--- config.mk ---
export PLATFORM = sky130hd
export DESIGN_NAME = http_byte_range_parser_flat
export DESIGN_NICKNAME = d
export VERILOG_FILES = /design/src/hbrp_pkg.sv /design/src/hbrp_if.sv /design/src/hbrp_step.sv /design/src/http_byte_range_parser.sv /design/src/flat_wrapper.sv
export SDC_FILE = /design/constraint.sdc
export NUM_CORES = 1
export LEC_CHECK = 0
export ABC_AREA = 0
export ABC_CLOCK_PERIOD_IN_PS = 8900
export BUFFER_PORTS_ARGS = -buffer_cell sky130_fd_sc_hd__buf_2
export CORE_MARGIN = 2
export CORE_UTILIZATION = 40
export DETAILED_ROUTE_END_ITERATION = 12
export HOLD_SLACK_MARGIN = 0.05
export PLACE_DENSITY = 0.62
export RECOVER_POWER = 50
export SLEW_MARGIN = 20
export SYNTH_ARGS = -nofsm -noshare
export SYNTH_HDL_FRONTEND = slang
export SYNTH_HIERARCHICAL = 1
export SYNTH_SLANG_ARGS = --single-unit
--- constraint.sdc ---
create_clock -name clk -period 8.9 [get_ports clk]
set_input_delay 1.335 -clock clk [delete_from_list [all_inputs] [get_ports clk]]
set_output_delay 1.335 -clock clk [all_outputs]
set_load 0.1 [all_outputs]
--- src/hbrp_pkg.sv ---
`timescale 1ns / 1ps

package hbrp_pkg;

    // Width of the accumulated decimal numbers.
    localparam int NUM_W = 63;

    // Parse phases; 0 to 5 are positions inside the "bytes=" prefix.
    localparam logic [3:0] PREFIX_LEN  = 4'd6;
    localparam logic [3:0] PH_AFTER_EQ = 4'd6;
    localparam logic [3:0] PH_START    = 4'd7;
    localparam logic [3:0] PH_END      = 4'd8;
    localparam logic [3:0] PH_SUF_DASH = 4'd9;
    localparam logic [3:0] PH_SUF      = 4'd10;
    localparam logic [3:0] PH_LF_RANGE = 4'd11;
    localparam logic [3:0] PH_LF_SUF   = 4'd12;

    // ASCII codes used by the parser.
    localparam logic [7:0] CH_DASH = 8'h2d;
    localparam logic [7:0] CH_LF   = 8'h0a;
    localparam logic [7:0] CH_ZERO = 8'h30;
    localparam logic [7:0] CH_NINE = 8'h39;

    // Running parse state of one header.
    typedef struct packed {
        logic [3:0]       phase;
        logic [NUM_W-1:0] first_num;
        logic [NUM_W-1:0] second_num;
        logic             second_has_digits;
        logic             overflow;
        logic             syntax_error;
    } parse_state_t;

    // Expected byte at each prefix position.
    function automatic logic [7:0] prefix_char(input logic [2:0] pos);
        logic [7:0] c;
        case (pos)
            3'd0:    c = 8'h62;
            3'd1:    c = 8'h79;
            3'd2:    c = 8'h74;
            3'd3:    c = 8'h65;
            3'd4:    c = 8'h73;
            3'd5:    c = 8'h3d;
            default: c = 8'h00;
        endcase
        return c;
    endfunction

endpackage

--- src/hbrp_if.sv ---
`timescale 1ns / 1ps

// Header byte channel.
interface hbrp_hdr_if;
    logic       valid;
    logic       ready;
    logic [7:0] ch;
    logic       has_char;
    logic       last;

    modport source (output valid, ch, has_char, last, input ready);
    modport sink   (input valid, ch, has_char, last, output ready);
endinterface

// Parsed range channel.
interface hbrp_rng_if;
    logic               valid;
    logic               ready;
    logic               ok;
    logic               is_suffix;
    logic        [62:0] range_start;
    logic signed [63:0] range_end;
    logic        [62:0] suffix_len;

    modport source (output valid, ok, is_suffix, range_start, range_end, suffix_len,
                    input ready);
    modport sink   (input valid, ok, is_suffix, range_start, range_end, suffix_len,
                    output ready);
endinterface

--- src/hbrp_step.sv ---
`timescale 1ns / 1ps

module hbrp_step
    import hbrp_pkg::*;
(
    input  parse_state_t cur,
    input  logic [7:0]   ch,
    input  logic         has_char,
    output parse_state_t nxt
);

    logic             is_digit;
    logic [3:0]       digit;
    logic [NUM_W-1:0] acc;
    logic [NUM_W+3:0] sum;
    logic             digit_over;
    logic [NUM_W-1:0] digit_val;

    // Decode the byte; the low nibble of an ASCII digit is its value.
    assign is_digit = (ch >= CH_ZERO) && (ch <= CH_NINE);
    assign digit    = ch[3:0];

    // One shared multiply-by-ten and add, on whichever number is being built.
    assign acc = (cur.phase == PH_END) ? cur.second_num : cur.first_num;
    assign sum = {1'b0, acc, 3'b000} + {3'b000, acc, 1'b0} + {{NUM_W{1'b0}}, digit};
    assign digit_over = |sum[NUM_W+3:NUM_W];
    assign digit_val  = digit_over ? acc : sum[NUM_W-1:0];

    // Phase transitions for one byte.
    always_comb
    begin
        nxt = cur;
        if (has_char && !cur.syntax_error)
        begin
            if (cur.phase < PREFIX_LEN)
            begin
                if (ch == prefix_char(cur.phase[2:0]))
                    nxt.phase = cur.phase + 4'd1;
                else
                    nxt.syntax_error = 1'b1;
            end
            else
            begin
                case (cur.phase)
                    PH_AFTER_EQ:
                    begin
                        if (is_digit)
                        begin
                            nxt.first_num = digit_val;
                            nxt.overflow  = cur.overflow | digit_over;
                            nxt.phase     = PH_START;
                        end
                        else if (ch == CH_DASH)
                            nxt.phase = PH_SUF_DASH;
                        else
                            nxt.syntax_error = 1'b1;
                    end
                    PH_START:
                    begin
                        if (is_digit)
                        begin
                            nxt.first_num = digit_val;
                            nxt.overflow  = cur.overflow | digit_over;
                        end
                        else if (ch == CH_DASH)
                            nxt.phase = PH_END;
                        else
                            nxt.syntax_error = 1'b1;
                    end
                    PH_END:
                    begin
                        if (is_digit)
                        begin
                            nxt.second_num        = digit_val;
                            nxt.second_has_digits = 1'b1;
                            nxt.overflow          = cur.overflow | digit_over;
                        end
                        else if (ch == CH_LF)
                            nxt.phase = PH_LF_RANGE;
                        else
                            nxt.syntax_error = 1'b1;
                    end
                    PH_SUF_DASH:
                    begin
                        if (is_digit)
                        begin
                            nxt.first_num = digit_val;
                            nxt.overflow  = cur.overflow | digit_over;
                            nxt.phase     = PH_SUF;
                        end
                        else
                            nxt.syntax_error = 1'b1;
                    end
                    PH_SUF:
                    begin
                        if (is_digit)
                        begin
                            nxt.first_num = digit_val;
                            nxt.overflow  = cur.overflow | digit_over;
                        end
                        else if (ch == CH_LF)
                            nxt.phase = PH_LF_SUF;
                        else
                            nxt.syntax_error = 1'b1;
                    end
                    default:
                        nxt.syntax_error = 1'b1;
                endcase
            end
        end
    end

endmodule

--- src/http_byte_range_parser.sv ---
// An accepted byte is registered, then steps the parse state; stalls can hold each stage.
// One header byte per cycle when not stalled; the byte step uses one 67-bit add.
// The final state goes to a snapshot register, the verdict compare to the output register.
// Reset is asynchronous and active low; it clears the parse state and all valid flags.
`timescale 1ns / 1ps

module http_byte_range_parser
    import hbrp_pkg::*;
(
    input  logic        clk,
    input  logic        rst_n,
    hbrp_hdr_if.sink    hdr,
    hbrp_rng_if.source  result
);

    logic               s1_valid_reg;
    logic [7:0]         s1_ch_reg;
    logic               s1_has_char_reg;
    logic               s1_last_reg;
    parse_state_t       state_reg;
    parse_state_t       step_next;
    logic               snap_valid_reg;
    parse_state_t       snap_reg;
    logic               res_valid_reg;
    logic               res_ok_reg;
    logic               res_is_suffix_reg;
    logic [62:0]        res_start_reg;
    logic signed [63:0] res_end_reg;
    logic [62:0]        res_suffix_reg;

    logic               s1_adv;
    logic               snap_adv;
    logic               snap_free;
    logic               v_ok;
    logic               v_is_suffix;
    logic [62:0]        v_start;
    logic signed [63:0] v_end;
    logic [62:0]        v_suffix;

    // Pipeline flow control.
    assign snap_adv  = snap_valid_reg && (!res_valid_reg || result.ready);
    assign snap_free = !snap_valid_reg || snap_adv;
    assign s1_adv    = s1_valid_reg && (!s1_last_reg || snap_free);
    assign hdr.ready = !s1_valid_reg || s1_adv;

    // Input register.
    always_ff @(posedge clk or negedge rst_n)
    begin
        if (!rst_n)
            s1_valid_reg <= 1'b0;
        else if (hdr.ready)
            s1_valid_reg <= hdr.valid;
    end

    always_ff @(posedge clk)
    begin
        if (hdr.ready && hdr.valid)
        begin
            s1_ch_reg       <= hdr.ch;
            s1_has_char_reg <= hdr.has_char;
            s1_last_reg     <= hdr.last;
        end
    end

    // Byte step.
    hbrp_step u_step (
        .cur      (state_reg),
        .ch       (s1_ch_reg),
        .has_char (s1_has_char_reg),
        .nxt      (step_next)
    );

    // Parse state; it returns to reset after each last byte.
    always_ff @(posedge clk or negedge rst_n)
    begin
        if (!rst_n)
            state_reg <= '0;
        else if (s1_adv)
            state_reg <= s1_last_reg ? '0 : step_next;
    end

    // Snapshot of the final state of a header.
    always_ff @(posedge clk or negedge rst_n)
    begin
        if (!rst_n)
            snap_valid_reg <= 1'b0;
        else if (s1_adv && s1_last_reg)
            snap_valid_reg <= 1'b1;
        else if (snap_adv)
            snap_valid_reg <= 1'b0;
    end

    always_ff @(posedge clk)
    begin
        if (s1_adv && s1_last_reg)
            snap_reg <= step_next;
    end

    // Verdict on a finished header; an invalid header gives all zeros.
    always_comb
    begin
        v_ok        = 1'b0;
        v_is_suffix = 1'b0;
        v_start     = '0;
        v_end       = '0;
        v_suffix    = '0;
        if (!snap_reg.syntax_error && !snap_reg.overflow)
        begin
            if (snap_reg.phase == PH_END || snap_reg.phase == PH_LF_RANGE)
            begin
                if (!snap_reg.second_has_digits)
                begin
                    v_ok    = 1'b1;
                    v_start = snap_reg.first_num;
                    v_end   = '1;
                end
                else if (snap_reg.second_num >= snap_reg.first_num)
                begin
                    v_ok    = 1'b1;
                    v_start = snap_reg.first_num;
                    v_end   = {1'b0, snap_reg.second_num};
                end
            end
            else if (snap_reg.phase == PH_SUF || snap_reg.phase == PH_LF_SUF)
            begin
                if (snap_reg.first_num != '0)
                begin
                    v_ok        = 1'b1;
                    v_is_suffix = 1'b1;
                    v_suffix    = snap_reg.first_num;
                end
            end
        end
    end

    // Output register.
    always_ff @(posedge clk or negedge rst_n)
    begin
        if (!rst_n)
            res_valid_reg <= 1'b0;
        else if (snap_adv)
            res_valid_reg <= 1'b1;
        else if (result.ready)
            res_valid_reg <= 1'b0;
    end

    always_ff @(posedge clk)
    begin
        if (snap_adv)
        begin
            res_ok_reg        <= v_ok;
            res_is_suffix_reg <= v_is_suffix;
            res_start_reg     <= v_start;
            res_end_reg       <= v_end;
            res_suffix_reg    <= v_suffix;
        end
    end

    assign result.valid       = res_valid_reg;
    assign result.ok          = res_ok_reg;
    assign result.is_suffix   = res_is_suffix_reg;
    assign result.range_start = res_start_reg;
    assign result.range_end   = res_end_reg;
    assign result.suffix_len  = res_suffix_reg;

    // A header that has ended leaves the parser in its reset state.
    a_state_cleared: assert property (@(posedge clk) disable iff (!rst_n)
        s1_adv && s1_last_reg |=> state_reg == '0)
        else $error("parse state not cleared after a last byte");

    // A waiting snapshot is neither lost nor overwritten.
    a_snap_held: assert property (@(posedge clk) disable iff (!rst_n)
        snap_valid_reg && !snap_adv |=> snap_valid_reg && $stable(snap_reg))
        else $error("pending snapshot changed");

    // An invalid result carries all-zero fields.
    a_invalid_zero: assert property (@(posedge clk) disable iff (!rst_n)
        res_valid_reg && !res_ok_reg |-> !res_is_suffix_reg && res_start_reg == '0
            && res_end_reg == '0 && res_suffix_reg == '0)
        else $error("invalid result with non-zero fields");

    // A valid suffix result has a non-zero length and no start or end.
    a_suffix_form: assert property (@(posedge clk) disable iff (!rst_n)
        res_valid_reg && res_is_suffix_reg |-> res_ok_reg && res_suffix_reg != '0
            && res_start_reg == '0 && res_end_reg == '0)
        else $error("malformed suffix result");

    // A valid start-end result is open or has END not below START.
    a_range_order: assert property (@(posedge clk) disable iff (!rst_n)
        res_valid_reg && res_ok_reg && !res_is_suffix_reg
            |-> res_end_reg == -64'sd1 || res_end_reg >= $signed({1'b0, res_start_reg}))
        else $error("range end below range start");

endmodule

--- src/flat_wrapper.sv ---
// flat-port wrapper written by rule: the top's interface ports become plain ports
module http_byte_range_parser_flat import hbrp_pkg::*;
  (clk, rst_n, hdr_valid, hdr_ch, hdr_has_char, hdr_last, hdr_ready, result_valid, result_ok, result_is_suffix, result_range_start, result_range_end, result_suffix_len, result_ready);
  hbrp_hdr_if hdr_i ();
  hbrp_rng_if result_i ();
  input  logic clk;
  input  logic rst_n;
  input wire logic [$bits(hdr_i.valid)-1:0] hdr_valid;
  input wire logic [$bits(hdr_i.ch)-1:0] hdr_ch;
  input wire logic [$bits(hdr_i.has_char)-1:0] hdr_has_char;
  input wire logic [$bits(hdr_i.last)-1:0] hdr_last;
  output wire logic [$bits(hdr_i.ready)-1:0] hdr_ready;
  output wire logic [$bits(result_i.valid)-1:0] result_valid;
  output wire logic [$bits(result_i.ok)-1:0] result_ok;
  output wire logic [$bits(result_i.is_suffix)-1:0] result_is_suffix;
  output wire logic [$bits(result_i.range_start)-1:0] result_range_start;
  output wire logic [$bits(result_i.range_end)-1:0] result_range_end;
  output wire logic [$bits(result_i.suffix_len)-1:0] result_suffix_len;
  input wire logic [$bits(result_i.ready)-1:0] result_ready;
  assign hdr_i.valid = hdr_valid;
  assign hdr_i.ch = hdr_ch;
  assign hdr_i.has_char = hdr_has_char;
  assign hdr_i.last = hdr_last;
  assign hdr_ready = hdr_i.ready;
  assign result_valid = result_i.valid;
  assign result_ok = result_i.ok;
  assign result_is_suffix = result_i.is_suffix;
  assign result_range_start = result_i.range_start;
  assign result_range_end = result_i.range_end;
  assign result_suffix_len = result_i.suffix_len;
  assign result_i.ready = result_ready;
  http_byte_range_parser u_core (.clk(clk), .rst_n(rst_n), .hdr(hdr_i), .result(result_i));
endmodule
==> results.sh <==
export IMPL_layout_drive_gt1_share=0.121
export IMPL_drt_vias_per_instance=5.77
export IMPL_path_clk_slew_ns=0.06
export IMPL_grt_max_degree=154
export IMPL_max_stage_delay_ns=0.80
export IMPL_final_nets=2755
export IMPL_post_drt_wl_per_cell_um=22.1
export IMPL_rsz0062_at_grt="no"
export IMPL_synthDistinctLibCells=76
export IMPL_period_share=0.789
export IMPL_cap_violations=6
export IMPL_synth_top_family_by_area="compound AO/OA/AOI/OAI gates"
export IMPL_p_leak_nw=12.7
export IMPL_grtUsageTotal=0.220
export IMPL_clockBufferDepth=3
export IMPL_arrival_ns=7.50
export IMPL_multiInputGateArea_mm2=0.0121
export IMPL_fmax_mhz=142
export IMPL_wl_mm=76.2
export IMPL_die_x_um=261
export IMPL_cpMostUsedCell="ha_1"
export IMPL_async_flop_share=0.289
export IMPL_vias=19891
export IMPL_crit_type="flip-flop to flip-flop"
export IMPL_synth_area_per_cell_um2=11.0
export IMPL_syn_area_mm2=0.0264
export IMPL_grt_first_pass_wirelength_mm=116
export IMPL_crit_required_ns=9.37
export IMPL_core_rowCount=94
export IMPL_route_detailed_drc=0
export IMPL_syn_nets=2605
export IMPL_cts_buffers=50
export IMPL_power_density_mw_per_mm2=181
export IMPL_io_buffers=207
export IMPL_synth_adder_area_share=0.0928
export IMPL_gp_congestion=0.917
export IMPL_critical_path_buf_inv_count=4
export IMPL_fin_cells=3450
export IMPL_coreArea_mm2=0.0656
export IMPL_areaGrowthSynthToFinish_pct=12.6
export IMPL_synthFlopType="edfxtp_1"
export IMPL_drv_slew=451
export IMPL_drtIter0Drc=1863
export IMPL_ctsResizeCount=0
export IMPL_crit_fanout=68
export IMPL_synth_seq_cells=471
export IMPL_fin_total_pwr_w=0.00539
export IMPL_layout_commonest_cell="edfxtp_1"
export IMPL_seq_area_frac_synth=0.509
export IMPL_synthCells=2396
export IMPL_synthXorXnorAreaFrac=0.0228
export IMPL_yosys_area_share_simple=0.119
export IMPL_failed_checks="capacitance limit, slew limit"
export IMPL_antenna_found_initial=0
export IMPL_synth_compound_area_frac=0.147
export IMPL_initial_core_util=0.403
export IMPL_period_needed_ns=7.03
export IMPL_worstMarginPinSlew_ns=4.82
export IMPL_io_pin_count=208
export IMPL_cts_htree_levels=2
export IMPL_grt_pass1_vias=19330
export IMPL_switching_power_w=0.00151
export IMPL_worst_path_dominant_cell_family="compound AO/OA/AOI/OAI gates"
export IMPL_p_clk_frac=0.420
export IMPL_max_slew_margin=-2.22
export IMPL_hold_path_class="flip-flop to flip-flop"
export IMPL_cts_hold_buffers=0
export IMPL_finish_instance_area_mm2=0.0298
export IMPL_cp_end_kind="flip-flop"
export IMPL_critPathLaunchType="flip-flop"
export IMPL_final_cell_mix="edfxtp_1 (335), nand2_1 (278), a21oi_1 (235)"
export IMPL_insertion_delay_ns=0.59
export IMPL_hold_viol=0
export IMPL_ir_drop_mv=0.127
export IMPL_die_height_um=261
export IMPL_clock_sinks=471
export IMPL_seq_area_mm2=0.0135
export IMPL_cts_tree="yes"
export IMPL_setup_viol=0
export IMPL_placed_area_mm2=0.0283
export IMPL_root_buffer="clkbuf_16"
export IMPL_combPwrFrac=0.115
export IMPL_n_antenna_cell=0
export IMPL_first_pass_iters=5
export IMPL_fillCellCount=6179
export IMPL_crit_path_top_delay_cell="and3_2"
export IMPL_grt_ovfl_total=0
export IMPL_dp_cells=3358
export IMPL_postCtsSetupBuffers=0
export IMPL_power_switching_share=0.279
export IMPL_ys_warn_count=6
export IMPL_dpl_hpwl_mm=54.1
export IMPL_synth_edff_count=335
export IMPL_tns_ns=0
export IMPL_synth_mux_area_frac=0.0743
export IMPL_crit_chain="inv_1 > ha_1 > and3_2 > buf_4 > buf_4 > nand2_1 > nand2_1 > ha_1 > ha_1 > a21oi_1 > o21ai_1 > nand3b_1 > a21o_1 > o31ai_1 > a21oi_1 > or3_1 > a2111oi_4 > buf_12 > mux2_2 > mux2_2 > a22o_1"
export IMPL_drtAntennaViolNets=0
export IMPL_fin_skew_ns=0.0210
export IMPL_status="finished, violations left"
export IMPL_seqPwrFrac=0.465
export IMPL_die_area_mm2=0.0682
export IMPL_p_int_w=0.00389
[layout make-up]
class	count	area share
Clock inverter	33	0.0151
Multi-Input combinational cell	1697	0.407
Tap cell	864	0.0363
Clock buffer	59	0.0448
Sequential cell	471	0.452
Inverter	97	0.0122
Timing Repair Buffer	229	0.0323
[per-stage QoR]
stage               setup slack (ns)  utilization  hold slack [ns]
finish                          1.87        0.454            0.506
global route                    1.57        0.454            0.542
CTS                             1.99        0.458            0.513
detailed placement              2.05        0.431            0.492
global placement                2.10        0.431            0.481
floorplan                       2.02            -            0.465
[power groups by stage]
| stage | Sequential, W | Combinational (W) | Clock, W |
|---|---|---|---|
| finish | 0.00251 | 0.000621 | 0.00226 |
| global route | 0.00252 | 0.000650 | 0.00238 |
| CTS | 0.00250 | 0.000643 | 0.00229 |
| detailed placement | 0.00254 | 0.000642 | 0 |
| global placement | 0.00254 | 0.000637 | 0 |
| floorplan | 0.00292 | 0.000127 | 0 |
[synth_stat cells, types with 24 or more instances]
library cell    n  area share
inv_1          96       0.014
nand3_1        26      0.0049
nor2_1        140       0.020
edfxtp_1      335        0.38
clkbuf_1      103       0.015
nor4_1         27      0.0064
o21ai_0        66       0.012
nand2_1       279       0.040
nand4_1        42      0.0099
a22o_1        137       0.045
a21oi_1       235       0.044
nor2b_1        78       0.018
xnor2_1        39       0.013
nor3_1         24      0.0045
a21o_1         25      0.0071
xor2_1         28      0.0093
dfrtp_1       136        0.13
ha_1          193       0.091
mux2_2        159       0.068
[cell families after synthesis]
family | after synthesis
flip-flops | 471
multiplexers | 174
AND/OR/NAND/NOR | 672
XOR/XNOR | 68
adder cells (fa/ha/maj) | 195
AO/OA/AOI/OAI | 588
buffers and inverters | 228
[routing by layer]
metal,vias to the layer above,global-route usage,part of all wire
met5,-,0,0
met4,0,0.0633,0.027
met3,97,0.0274,0.060
met2,699,0.346,0.46
met1,9909,0.319,0.46
li1,9186,-,-
[worst reg2reg max path, stage by stage, from the launching register on]
cell and delay (ns):
dfrtp_1 0.45, inv_1 0.13, ha_1 0.32, and3_2 0.80, buf_4 0.54, buf_4 0.25, nand2_1 0.07, nand2_1 0.10
ha_1 0.25, ha_1 0.42, a21oi_1 0.25, o21ai_1 0.12, nand3b_1 0.18, a21o_1 0.19, o31ai_1 0.36, a21oi_1 0.16
or3_1 0.43, a2111oi_4 0.43, buf_12 0.38, mux2_2 0.58, mux2_2 0.29, a22o_1 0.21
[worst paths after layout]
kind,start,end,slack [ns],cells past startpoint
min,u_core/state_reg[2],u_core/state_reg[2],0.51,1
max,u_core/state_reg[130],u_core/state_reg[97],1.87,21
min in group asynchronous,rst_n,u_core/result.valid,2.47,1
max in group asynchronous,rst_n,u_core/state_reg[62],2.89,2
min reg2reg,u_core/state_reg[2],u_core/state_reg[2],0.51,1
max reg2reg,u_core/state_reg[130],u_core/state_reg[97],1.87,21
No activity file was read; power rests on OpenSTA's default activity.
